File: src/rtl/sapd_pkg.sv
// ----------------------------------------------------------------------------
// sapd_pkg
// Types, codes and helpers shared by the scratchpad manager files.
// ----------------------------------------------------------------------------
package sapd_pkg;

  typedef logic [15:0] block_id_t;
  typedef logic [20:0] bytes_t;
  typedef logic [24:0] energy_t;
  typedef logic [31:0] stamp_t;

  typedef enum logic [1:0] {
    REQ_STORE   = 2'd0,
    REQ_ACQUIRE = 2'd1,
    REQ_RELEASE = 2'd2,
    REQ_DELETE  = 2'd3
  } req_e;

  typedef enum logic [2:0] {
    KIND_EVICTED   = 3'd0,
    KIND_ACQUIRED  = 3'd1,
    KIND_STORED    = 3'd2,
    KIND_REFRESHED = 3'd3,
    KIND_RELEASED  = 3'd4,
    KIND_TOO_BIG   = 3'd5,
    KIND_ABSENT    = 3'd6
  } kind_e;

  localparam bytes_t CAP_RESET = 21'd65536;
  // 8 bits per byte at 2 pJ per bit
  localparam int unsigned ENERGY_SHIFT = 4;

  typedef struct packed {
    block_id_t blk;
    bytes_t    size;
    stamp_t    stamp;
  } slot_entry_t;

  typedef struct packed {
    logic      hit;
    bytes_t    hit_size;
    logic      free_found;
    logic      vic_found;
    block_id_t vic_block;
    bytes_t    vic_size;
  } scan_res_t;

  function automatic energy_t energy_of(bytes_t b);
    return energy_t'(b) << ENERGY_SHIFT;
  endfunction

endpackage

File: src/rtl/sapd_req_if.sv
// ----------------------------------------------------------------------------
// sapd_req_if
// Request channel: one item per store, acquire, release or delete.
// ----------------------------------------------------------------------------
interface sapd_req_if;
  logic                valid;
  logic                ready;
  sapd_pkg::req_e      req_type;
  sapd_pkg::block_id_t block_id;
  sapd_pkg::bytes_t    block_size;

  modport source (output valid, output req_type, output block_id, output block_size,
                  input ready);
  modport sink   (input valid, input req_type, input block_id, input block_size,
                  output ready);
endinterface

File: src/rtl/sapd_res_if.sv
// ----------------------------------------------------------------------------
// sapd_res_if
// Result channel: one item per eviction or request outcome.
// ----------------------------------------------------------------------------
interface sapd_res_if;
  logic                valid;
  logic                ready;
  sapd_pkg::kind_e     kind;
  sapd_pkg::block_id_t out_block_id;
  sapd_pkg::bytes_t    out_block_size;
  sapd_pkg::energy_t   energy_pj;
  sapd_pkg::bytes_t    used_after;
  logic                last;

  modport source (output valid, output kind, output out_block_id, output out_block_size,
                  output energy_pj, output used_after, output last, input ready);
  modport sink   (input valid, input kind, input out_block_id, input out_block_size,
                  input energy_pj, input used_after, input last, output ready);
endinterface

File: src/rtl/size_aware_lru_scratchpad_unit.sv
// ----------------------------------------------------------------------------
// size_aware_lru_scratchpad_unit
// Size-aware LRU scratchpad manager. A request takes one slot-table scan
// plus one more scan per eviction. Scan rate is set by the single slot
// memory read port. The result register lets the next item enter while a
// result waits. Reset clears all slot valid bits, used bytes and the request
// clock; capacity returns to 65536; the slot memory itself is not cleared.
// ----------------------------------------------------------------------------
module size_aware_lru_scratchpad_unit #(
  parameter int unsigned SLOTS = 16
) (
  input  logic             clk_i,
  input  logic             rst_ni,
  input  logic             cfg_we_i,
  input  sapd_pkg::bytes_t cfg_wdata_i,
  sapd_req_if.sink         req_i,
  sapd_res_if.source       res_o
);
  import sapd_pkg::*;

  localparam int unsigned IW = $clog2(SLOTS);
  localparam logic [IW-1:0] LAST_IDX = IW'(SLOTS - 1);

  typedef enum logic [1:0] {
    S_IDLE,
    S_SCAN,
    S_WAIT,
    S_DECIDE
  } state_e;

  state_e        state_q;
  req_e          req_q;
  block_id_t     id_q;
  bytes_t        size_q;
  bytes_t        cap_q;
  bytes_t        used_q;
  stamp_t        clock_q;
  logic [SLOTS-1:0] valid_q;
  logic [IW-1:0] addr_q;

  logic          rd_act_q, rd_vld_q;
  logic [IW-1:0] rd_idx_q;

  logic          out_vld_q;
  kind_e         out_kind_q;
  block_id_t     out_blk_q;
  bytes_t        out_size_q;
  energy_t       out_energy_q;
  bytes_t        out_used_q;
  logic          out_last_q;

  slot_entry_t   rdata;
  scan_res_t     sres;
  logic [IW-1:0] hit_idx, free_idx, vic_idx;

  logic          in_acc, out_free, go, scan_clear;
  logic          ins, need_evict, too_big;
  logic [21:0]   fit_sum;

  kind_e         dec_kind;
  block_id_t     dec_blk;
  bytes_t        dec_size;
  energy_t       dec_energy;
  bytes_t        dec_used;
  logic          dec_last, dec_evict;
  logic          mem_we;
  logic [IW-1:0] mem_waddr;
  slot_entry_t   mem_wdata;
  logic          set_vld, clr_vld;
  logic [IW-1:0] vld_idx;

  assign req_i.ready = (state_q == S_IDLE);
  assign in_acc      = req_i.valid && req_i.ready;
  assign out_free    = !out_vld_q || res_o.ready;
  assign go          = (state_q == S_DECIDE) && out_free;
  assign scan_clear  = in_acc || (go && dec_evict);

  sapd_slot_ram #(.DEPTH(SLOTS)) u_ram (
    .clk_i   (clk_i),
    .we_i    (mem_we),
    .waddr_i (mem_waddr),
    .wdata_i (mem_wdata),
    .raddr_i (addr_q),
    .rdata_o (rdata)
  );

  sapd_scan #(.SLOTS(SLOTS)) u_scan (
    .clk_i      (clk_i),
    .rst_ni     (rst_ni),
    .clear_i    (scan_clear),
    .step_i     (rd_act_q),
    .idx_i      (rd_idx_q),
    .slot_vld_i (rd_vld_q),
    .entry_i    (rdata),
    .id_i       (id_q),
    .now_i      (clock_q),
    .res_o      (sres),
    .hit_idx_o  (hit_idx),
    .free_idx_o (free_idx),
    .vic_idx_o  (vic_idx)
  );

  // read pipeline, aligned with registered memory data
  always_ff @(posedge clk_i or negedge rst_ni) begin
    if (!rst_ni) begin
      rd_act_q <= 1'b0;
      rd_vld_q <= 1'b0;
      rd_idx_q <= '0;
    end else begin
      rd_act_q <= (state_q == S_SCAN);
      rd_vld_q <= valid_q[addr_q];
      rd_idx_q <= addr_q;
    end
  end

  assign ins        = (req_q == REQ_STORE) || (req_q == REQ_ACQUIRE);
  assign fit_sum    = {1'b0, used_q} + {1'b0, size_q};
  assign need_evict = (fit_sum > {1'b0, cap_q}) || !sres.free_found;
  assign too_big    = size_q > cap_q;

  always_comb begin
    dec_kind   = KIND_ABSENT;
    dec_blk    = id_q;
    dec_size   = size_q;
    dec_energy = '0;
    dec_used   = used_q;
    dec_last   = 1'b1;
    dec_evict  = 1'b0;
    mem_we     = 1'b0;
    mem_waddr  = hit_idx;
    mem_wdata  = '{blk: id_q, size: size_q, stamp: clock_q};
    set_vld    = 1'b0;
    clr_vld    = 1'b0;
    vld_idx    = hit_idx;
    if (ins) begin
      if (sres.hit) begin
        dec_kind       = KIND_REFRESHED;
        dec_size       = sres.hit_size;
        mem_we         = 1'b1;
        mem_wdata.size = sres.hit_size;
      end else if (too_big) begin
        dec_kind = KIND_TOO_BIG;
      end else if (need_evict && sres.vic_found) begin
        dec_kind   = KIND_EVICTED;
        dec_blk    = sres.vic_block;
        dec_size   = sres.vic_size;
        dec_energy = energy_of(sres.vic_size);
        dec_used   = used_q - sres.vic_size;
        dec_last   = 1'b0;
        dec_evict  = 1'b1;
        clr_vld    = 1'b1;
        vld_idx    = vic_idx;
      end else begin
        if (req_q == REQ_ACQUIRE) begin
          dec_kind   = KIND_ACQUIRED;
          dec_energy = energy_of(size_q);
        end else begin
          dec_kind = KIND_STORED;
        end
        if (sres.free_found) begin
          mem_we    = 1'b1;
          mem_waddr = free_idx;
          set_vld   = 1'b1;
          vld_idx   = free_idx;
          dec_used  = used_q + size_q;
        end
      end
    end else if (sres.hit) begin
      dec_kind   = KIND_RELEASED;
      dec_size   = sres.hit_size;
      dec_energy = (req_q == REQ_RELEASE) ? energy_of(sres.hit_size) : '0;
      dec_used   = used_q - sres.hit_size;
      clr_vld    = 1'b1;
    end
    if (!go) begin
      mem_we  = 1'b0;
      set_vld = 1'b0;
      clr_vld = 1'b0;
    end
  end

  always_ff @(posedge clk_i or negedge rst_ni) begin
    if (!rst_ni) begin
      state_q      <= S_IDLE;
      req_q        <= REQ_STORE;
      id_q         <= '0;
      size_q       <= '0;
      cap_q        <= CAP_RESET;
      used_q       <= '0;
      clock_q      <= '0;
      valid_q      <= '0;
      addr_q       <= '0;
      out_vld_q    <= 1'b0;
      out_kind_q   <= KIND_EVICTED;
      out_blk_q    <= '0;
      out_size_q   <= '0;
      out_energy_q <= '0;
      out_used_q   <= '0;
      out_last_q   <= 1'b0;
    end else begin
      if (cfg_we_i) begin
        cap_q <= cfg_wdata_i;
      end
      if (out_vld_q && res_o.ready) begin
        out_vld_q <= 1'b0;
      end
      if (set_vld) begin
        valid_q[vld_idx] <= 1'b1;
      end
      if (clr_vld) begin
        valid_q[vld_idx] <= 1'b0;
      end
      case (state_q)
        S_IDLE: begin
          if (in_acc) begin
            req_q   <= req_i.req_type;
            id_q    <= req_i.block_id;
            size_q  <= req_i.block_size;
            addr_q  <= '0;
            state_q <= S_SCAN;
          end
        end
        S_SCAN: begin
          if (addr_q == LAST_IDX) begin
            state_q <= S_WAIT;
          end else begin
            addr_q <= addr_q + IW'(1);
          end
        end
        S_WAIT: begin
          state_q <= S_DECIDE;
        end
        S_DECIDE: begin
          if (go) begin
            out_vld_q    <= 1'b1;
            out_kind_q   <= dec_kind;
            out_blk_q    <= dec_blk;
            out_size_q   <= dec_size;
            out_energy_q <= dec_energy;
            out_used_q   <= dec_used;
            out_last_q   <= dec_last;
            used_q       <= dec_used;
            if (dec_evict) begin
              addr_q  <= '0;
              state_q <= S_SCAN;
            end else begin
              clock_q <= clock_q + 32'd1;
              state_q <= S_IDLE;
            end
          end
        end
        default: begin
          state_q <= S_IDLE;
        end
      endcase
    end
  end

  assign res_o.valid          = out_vld_q;
  assign res_o.kind           = out_kind_q;
  assign res_o.out_block_id   = out_blk_q;
  assign res_o.out_block_size = out_size_q;
  assign res_o.energy_pj      = out_energy_q;
  assign res_o.used_after     = out_used_q;
  assign res_o.last           = out_last_q;

endmodule

File: src/rtl/sapd_slot_ram.sv
// ----------------------------------------------------------------------------
// sapd_slot_ram
// Slot table memory: block id, size and stamp, one write and one read port.
// ----------------------------------------------------------------------------
module sapd_slot_ram #(
  parameter int unsigned DEPTH = 16,
  localparam int unsigned AW = $clog2(DEPTH)
) (
  input  logic                  clk_i,
  input  logic                  we_i,
  input  logic [AW-1:0]         waddr_i,
  input  sapd_pkg::slot_entry_t wdata_i,
  input  logic [AW-1:0]         raddr_i,
  output sapd_pkg::slot_entry_t rdata_o
);
  import sapd_pkg::*;

  slot_entry_t mem [DEPTH];
  slot_entry_t rdata_q;

  always_ff @(posedge clk_i) begin
    if (we_i) begin
      mem[waddr_i] <= wdata_i;
    end
    rdata_q <= mem[raddr_i];
  end

  assign rdata_o = rdata_q;

endmodule

File: src/rtl/sapd_scan.sv
// ----------------------------------------------------------------------------
// sapd_scan
// Slot scanner: one entry per step, tracks id match, first free slot and
// the oldest valid slot (lowest index on equal age).
// ----------------------------------------------------------------------------
module sapd_scan #(
  parameter int unsigned SLOTS = 16,
  localparam int unsigned IW = $clog2(SLOTS)
) (
  input  logic                  clk_i,
  input  logic                  rst_ni,
  input  logic                  clear_i,
  input  logic                  step_i,
  input  logic [IW-1:0]         idx_i,
  input  logic                  slot_vld_i,
  input  sapd_pkg::slot_entry_t entry_i,
  input  sapd_pkg::block_id_t   id_i,
  input  sapd_pkg::stamp_t      now_i,
  output sapd_pkg::scan_res_t   res_o,
  output logic [IW-1:0]         hit_idx_o,
  output logic [IW-1:0]         free_idx_o,
  output logic [IW-1:0]         vic_idx_o
);
  import sapd_pkg::*;

  logic      hit_q, free_q, vic_q;
  logic      hit_d, free_d, vic_d;
  logic [IW-1:0] hit_idx_q, free_idx_q, vic_idx_q;
  bytes_t    hit_size_q, vic_size_q;
  block_id_t vic_block_q;
  stamp_t    vic_age_q;
  stamp_t    age;
  logic      take_hit, take_free, take_vic;

  assign age       = now_i - entry_i.stamp;
  assign take_hit  = step_i && slot_vld_i && !hit_q && (entry_i.blk == id_i);
  assign take_free = step_i && !slot_vld_i && !free_q;
  assign take_vic  = step_i && slot_vld_i && (!vic_q || (age > vic_age_q));

  assign hit_d  = !clear_i && (hit_q || take_hit);
  assign free_d = !clear_i && (free_q || take_free);
  assign vic_d  = !clear_i && (vic_q || take_vic);

  always_ff @(posedge clk_i or negedge rst_ni) begin
    if (!rst_ni) begin
      hit_q  <= 1'b0;
      free_q <= 1'b0;
      vic_q  <= 1'b0;
    end else begin
      hit_q  <= hit_d;
      free_q <= free_d;
      vic_q  <= vic_d;
    end
  end

  always_ff @(posedge clk_i) begin
    if (take_hit) begin
      hit_idx_q  <= idx_i;
      hit_size_q <= entry_i.size;
    end
    if (take_free) begin
      free_idx_q <= idx_i;
    end
    if (take_vic) begin
      vic_idx_q   <= idx_i;
      vic_block_q <= entry_i.blk;
      vic_size_q  <= entry_i.size;
      vic_age_q   <= age;
    end
  end

  assign res_o.hit        = hit_q;
  assign res_o.hit_size   = hit_size_q;
  assign res_o.free_found = free_q;
  assign res_o.vic_found  = vic_q;
  assign res_o.vic_block  = vic_block_q;
  assign res_o.vic_size   = vic_size_q;
  assign hit_idx_o  = hit_idx_q;
  assign free_idx_o = free_idx_q;
  assign vic_idx_o  = vic_idx_q;

endmodule

File: src/flat_wrapper.sv
// flat-port wrapper written by rule: the top's interface ports become plain ports
module size_aware_lru_scratchpad_unit_flat import sapd_pkg::*;
#(
  parameter int unsigned SLOTS = 16
)
  (clk_i, rst_ni, cfg_we_i, cfg_wdata_i, req_i_valid, req_i_req_type, req_i_block_id, req_i_block_size, req_i_ready, res_o_valid, res_o_kind, res_o_out_block_id, res_o_out_block_size, res_o_energy_pj, res_o_used_after, res_o_last, res_o_ready);
  sapd_req_if req_i_i ();
  sapd_res_if res_o_i ();
  input  logic clk_i;
  input  logic rst_ni;
  input  logic cfg_we_i;
  input  sapd_pkg::bytes_t cfg_wdata_i;
  input wire logic [$bits(req_i_i.valid)-1:0] req_i_valid;
  input wire logic [$bits(req_i_i.req_type)-1:0] req_i_req_type;
  input wire logic [$bits(req_i_i.block_id)-1:0] req_i_block_id;
  input wire logic [$bits(req_i_i.block_size)-1:0] req_i_block_size;
  output wire logic [$bits(req_i_i.ready)-1:0] req_i_ready;
  output wire logic [$bits(res_o_i.valid)-1:0] res_o_valid;
  output wire logic [$bits(res_o_i.kind)-1:0] res_o_kind;
  output wire logic [$bits(res_o_i.out_block_id)-1:0] res_o_out_block_id;
  output wire logic [$bits(res_o_i.out_block_size)-1:0] res_o_out_block_size;
  output wire logic [$bits(res_o_i.energy_pj)-1:0] res_o_energy_pj;
  output wire logic [$bits(res_o_i.used_after)-1:0] res_o_used_after;
  output wire logic [$bits(res_o_i.last)-1:0] res_o_last;
  input wire logic [$bits(res_o_i.ready)-1:0] res_o_ready;
  assign req_i_i.valid = req_i_valid;
  assign req_i_i.req_type = req_i_req_type;
  assign req_i_i.block_id = req_i_block_id;
  assign req_i_i.block_size = req_i_block_size;
  assign req_i_ready = req_i_i.ready;
  assign res_o_valid = res_o_i.valid;
  assign res_o_kind = res_o_i.kind;
  assign res_o_out_block_id = res_o_i.out_block_id;
  assign res_o_out_block_size = res_o_i.out_block_size;
  assign res_o_energy_pj = res_o_i.energy_pj;
  assign res_o_used_after = res_o_i.used_after;
  assign res_o_last = res_o_i.last;
  assign res_o_i.ready = res_o_ready;
  size_aware_lru_scratchpad_unit #(.SLOTS(SLOTS)) u_core (.clk_i(clk_i), .rst_ni(rst_ni), .cfg_we_i(cfg_we_i), .cfg_wdata_i(cfg_wdata_i), .req_i(req_i_i), .res_o(res_o_i));
endmodule
File: config.mk
export PLATFORM = sky130hd
export DESIGN_NAME = size_aware_lru_scratchpad_unit_flat
export DESIGN_NICKNAME = d
export VERILOG_FILES = /design/src/rtl/sapd_pkg.sv /design/src/rtl/sapd_req_if.sv /design/src/rtl/sapd_res_if.sv /design/src/rtl/size_aware_lru_scratchpad_unit.sv /design/src/rtl/sapd_slot_ram.sv /design/src/rtl/sapd_scan.sv /design/src/flat_wrapper.sv
export SDC_FILE = /design/constraint.sdc
export NUM_CORES = 2
export LEC_CHECK = 0
export BUFFER_PORTS_ARGS = -buffer_cell sky130_fd_sc_hd__buf_2
export CAP_MARGIN = 20
export CORE_UTILIZATION = 44
export CTS_BUF_LIST = sky130_fd_sc_hd__clkbuf_2
export CTS_CLUSTER_DIAMETER = 50
export DETAILED_ROUTE_END_ITERATION = 8
export SETUP_SLACK_MARGIN = 0.15
export SKIP_CTS_REPAIR_TIMING = 1
export SLEW_MARGIN = 0
export SYNTH_ARGS = -nofsm -noshare
export SYNTH_HDL_FRONTEND = slang
export SYNTH_SLANG_ARGS = --single-unit
File: constraint.sdc
create_clock -name clk_i -period 25.9 [get_ports clk_i]
set_input_delay 1.295 -clock clk_i [delete_from_list [all_inputs] [get_ports clk_i]]
set_output_delay 1.295 -clock clk_i [all_outputs]
set_load 0.005 [all_outputs]
==> run_summary.xml <==
<?xml version="1.0" encoding="UTF-8"?>
<metrics>
  <group name="outcome">
    <metric name="run_status" unit="">finished, final reports clean</metric>
  </group>
  <group name="routing">
    <metric name="drt_iter0_markers" unit="">3130</metric>
    <metric name="detailedRoute.firstPassIterationCount" unit="">6</metric>
    <metric name="detail_route.wirelength" unit="mm">160</metric>
    <metric name="route.vias.total" unit="">37600</metric>
    <metric name="route.detailed.vias_per_inst" unit="">5.58</metric>
    <metric name="route.detailed.drc" unit="">0</metric>
    <metric name="ant_nets" unit="">0</metric>
    <metric name="wire_per_inst" unit="um">23.7</metric>
  </group>
  <group name="floorplan">
    <metric name="dieHeight" unit="um">379</metric>
    <metric name="io_pins" unit="">154</metric>
    <metric name="floorplan.initialDensity" unit="%">44.6</metric>
    <metric name="design.core.area" unit="um2">140000</metric>
    <metric name="floorplan.die.width" unit="um">379</metric>
    <metric name="floorplan.die_area" unit="um2">144000</metric>
    <metric name="core.rowCount" unit="">137</metric>
  </group>
  <group name="timing">
    <metric name="post-route-period-util" unit="%">35.4</metric>
    <metric name="worst_slew_margin_rel" unit="%">21.3</metric>
    <metric name="fin_worst_hold_slack" unit="ns">0.0940</metric>
    <metric name="fin_worst_skew" unit="ns">0.176</metric>
    <metric name="setup_repair_after_global_routing_missed_its_margin" unit="">no</metric>
    <metric name="timing_worst_slew_pin_value" unit="ns">1.18</metric>
    <metric name="hold_viol" unit="">0</metric>
    <metric name="drv_slew" unit="">0</metric>
    <metric name="setup-tns-final" unit="ns">0</metric>
    <metric name="setup_viol" unit="">0</metric>
    <metric name="max_freq" unit="MHz">109</metric>
    <metric name="finalWorstPathRequiredPeriod" unit="ns">9.16</metric>
  </group>
  <group name="placed_design">
    <metric name="placed_cells_incl_taps" unit="">5973</metric>
    <metric name="dp_hpwl" unit="mm">89.1</metric>
    <metric name="place_congestion" unit="">0.854</metric>
    <metric name="detailed_place.area" unit="um2">65800</metric>
    <metric name="port_buffers" unit="">149</metric>
  </group>
  <group name="finish">
    <metric name="syn_to_final_growth" unit="%">11.8</metric>
    <metric name="multi_input_comb_area" unit="um2">18600</metric>
    <metric name="postLayoutCoreUtil" unit="%">49.9</metric>
    <metric name="fin_nets" unit="">4781</metric>
    <metric name="top_library_cells_by_usage_in_the_layout_fill_and_taps_aside" unit="">1206 x sky130_fd_sc_hd__edfxtp_1, 596 x sky130_fd_sc_hd__clkbuf_2, 288 x sky130_fd_sc_hd__o21ai_0</metric>
    <metric name="share_of_cells_above_drive_strength_1" unit="%">24.4</metric>
    <metric name="filler_cell_count" unit="">12100</metric>
    <metric name="seqCellArea" unit="um2">42800</metric>
    <metric name="instances_no_fill" unit="">6744</metric>
    <metric name="layout_commonest_cell" unit="">sky130_fd_sc_hd__edfxtp_1</metric>
    <metric name="finalInstanceArea" unit="um2">69900</metric>
  </group>
  <group name="clocking">
    <metric name="tritoncts_buffers" unit="">389</metric>
    <metric name="clkTransAtPathRegs" unit="ns">0.10</metric>
    <metric name="ctsLongestPathBuffers" unit="">4</metric>
    <metric name="cts-htree-levels" unit="">5</metric>
    <metric name="numClockSinks" unit="">1482</metric>
    <metric name="clkLatencyLatePin" unit="ns">1.78</metric>
    <metric name="cts_root_buf" unit="">sky130_fd_sc_hd__clkbuf_2</metric>
    <metric name="tritoncts" unit="">built</metric>
  </group>
  <group name="worst_setup_path">
    <metric name="worst-setup-path-type" unit="">reg2reg</metric>
    <metric name="critical-path-top-cell-by-count" unit="">sky130_fd_sc_hd__ha_1</metric>
    <metric name="critPathMaxStageDelay" unit="ns">0.76</metric>
    <metric name="critical_path.startpoint_type" unit="">register</metric>
    <metric name="timing.critical_path.slowest_stage_cell" unit="">sky130_fd_sc_hd__a2111oi_0</metric>
    <metric name="end_kind" unit="">register</metric>
    <metric name="crit_fanout" unit="">62</metric>
    <metric name="crit_required" unit="ns">27.46</metric>
    <metric name="arr_time_crit_path" unit="ns">10.72</metric>
  </group>
  <group name="synthesis">
    <metric name="number_of_flops_mapped_to_enable_cells_by_yosys" unit="">1206</metric>
    <metric name="ys_warn_count" unit="">0</metric>
    <metric name="seq_total_area_yosys" unit="%">68.4</metric>
    <metric name="synthCells" unit="">4047</metric>
    <metric name="post_synth_num_cell_types" unit="">83</metric>
    <metric name="post_synth_instance_area" unit="um2">62500</metric>
    <metric name="ys_async_sr_fraction" unit="%">14.0</metric>
    <metric name="synth_seq_cells" unit="">1482</metric>
    <metric name="ys.flop_type" unit="">sky130_fd_sc_hd__edfxtp_1</metric>
    <metric name="postSynthAreaPerCell" unit="um2">15.5</metric>
  </group>
  <group name="power">
    <metric name="vdd_ir_drop_max" unit="mV">0.0824</metric>
    <metric name="pwr_density_cell" unit="nW/um2">99.4</metric>
    <metric name="leakage" unit="nW">26.0</metric>
  </group>
  <group name="global_routing">
    <metric name="grt_antenna_before_repair" unit="">4</metric>
    <metric name="grt_pass1_vias" unit="">37400</metric>
    <metric name="groute.usage.overall" unit="%">22.1</metric>
    <metric name="global_route_wire_length_before_repair" unit="mm">235</metric>
    <metric name="grt_overflow" unit="">0</metric>
    <metric name="grt_start_max_net_pins" unit="">119</metric>
  </group>
  <group name="flow_run">
    <metric name="cap_viol_max_count" unit="">0</metric>
  </group>
  <group name="worst_hold_path">
    <metric name="timing.hold.worst.class" unit="">in2reg</metric>
  </group>
</metrics>
[worst max-delay path, delay by kind of cell, from the launching register on]
| kind | cells | cell delay, ns |
|---|---|---|
| buf+inv | 1 | 0.37 |
| flops | 1 | 0.42 |
| mux | 1 | 0.31 |
| compound gates | 19 | 5.65 |
| fa+ha+maj | 4 | 1.34 |
| xor+xnor | 1 | 0.16 |
| simple gates | 5 | 0.76 |
[report_power, final]
part | total, W | switching, W | leakage [nW] | internal (W)
clock network | 0.00158 | 0.000941 | 2.70 | 0.000636
registers | 0.00323 | 0.000270 | 14.5 | 0.00296
logic | 0.00214 | 0.00124 | 8.78 | 0.000895
[layout make-up]
cell class	instances	share of cell area, %
antenna	6	0.0215
multi-input combinational	2238	26.6
clock buffer	596	4.26
tap	1876	3.36
timing repair buffer	309	3.12
clock inverter	97	0.657
sequential	1482	61.2
inverter	140	0.751
[flip-flops by register name, summed over array words and instances (netlist names), 16 cells and up]
signal / count
u_core.valid_q: 16
u_core.size_q: 21
u_core.cap_q: 21
u_core.u_ram.rdata_o: 69
u_core.res_o.out_block_id: 16
u_core.u_scan.vic_age_q: 32
u_core.id_q: 16
u_core.res_o.energy_pj: 21
u_core.clock_q: 32
u_core.res_o.out_block_size: 21
u_core.u_scan.vic_size_q: 21
u_core.u_ram.mem: 1104
u_core.u_scan.hit_size_q: 21
u_core.res_o.used_after: 21
u_core.u_scan.vic_block_q: 16
[kinds of logic (layout without fill, tap and decap cells)]
logic type               Yosys count  after routing  share of synthesized area, %
adder cells (fa/ha/maj)          156            156                          3.16
XOR/XNOR                         121            121                          1.69
AND/OR/NAND/NOR                  591            591                          4.44
buffers and inverters            330           1142                          2.05
AO/OA/AOI/OAI                    828            828                          8.54
multiplexers                     538            538                          11.7
flip-flops                      1482           1482                          68.4
other                              1             10                       0.00600
[path summary, 6_finish.rpt]
kind | from | to | slack, ns | depth (start not counted)
max in group asynchronous | rst_ni | u_core.clock_q[25] | 24.16 | 3
min in group asynchronous | rst_ni | u_core.cap_q[9] | 0.17 | 2
worst max-delay path | u_core.res_o.used_after[0] | u_core.res_o.used_after[20] | 16.74 | 31
worst max register to register | u_core.res_o.used_after[0] | u_core.res_o.used_after[20] | 16.74 | 31
worst min-delay path | cfg_we_i | u_core.cap_q[13] | 0.09 | 2
worst min register to register | u_core.u_ram.rdata_o[56] | u_core.u_scan.vic_block_q[3] | 0.39 | 0
[metal layers]
layer  track usage, %  wire (um)  up-vias
met2             34.9      75000     1317
met3             4.70       9910      186
met5                0          0        -
met4             5.73       2350        0
li1                 -          -    17000
met1             31.1      72800    19100
[per-stage QoR]
step | power [W] | setup WS [ns]
5_1_grt | 0.00738 | 16.17
3_5_place_dp | 0.00540 | 16.87
6_report | 0.00695 | 16.74
4_1_cts | 0.00700 | 16.82
3_3_place_gp | 0.00537 | 16.84
2_1_floorplan | 0.00469 | 15.38
[synth_stat cells, types with 69 or more instances]
library cell               number  area [um2]
sky130_fd_sc_hd__ha_1         153        1910
sky130_fd_sc_hd__xnor2_1       72         631
sky130_fd_sc_hd__nor2_1        96         360
sky130_fd_sc_hd__inv_1        139         522
sky130_fd_sc_hd__mux4_2       141        3180
sky130_fd_sc_hd__edfxtp_1    1206       36200
sky130_fd_sc_hd__mux2_2       141        1590
sky130_fd_sc_hd__clkbuf_1     130         488
sky130_fd_sc_hd__dfrtp_1      206        5150
sky130_fd_sc_hd__a221oi_1      85         744
sky130_fd_sc_hd__a21oi_1      152         761
sky130_fd_sc_hd__a22oi_1       70         526
sky130_fd_sc_hd__mux2i_1      256        2560
sky130_fd_sc_hd__nand2_1      267        1000
sky130_fd_sc_hd__dfxtp_1       69        1380
sky130_fd_sc_hd__o21ai_0      293        1470
(Power assumes the default switching activity.)
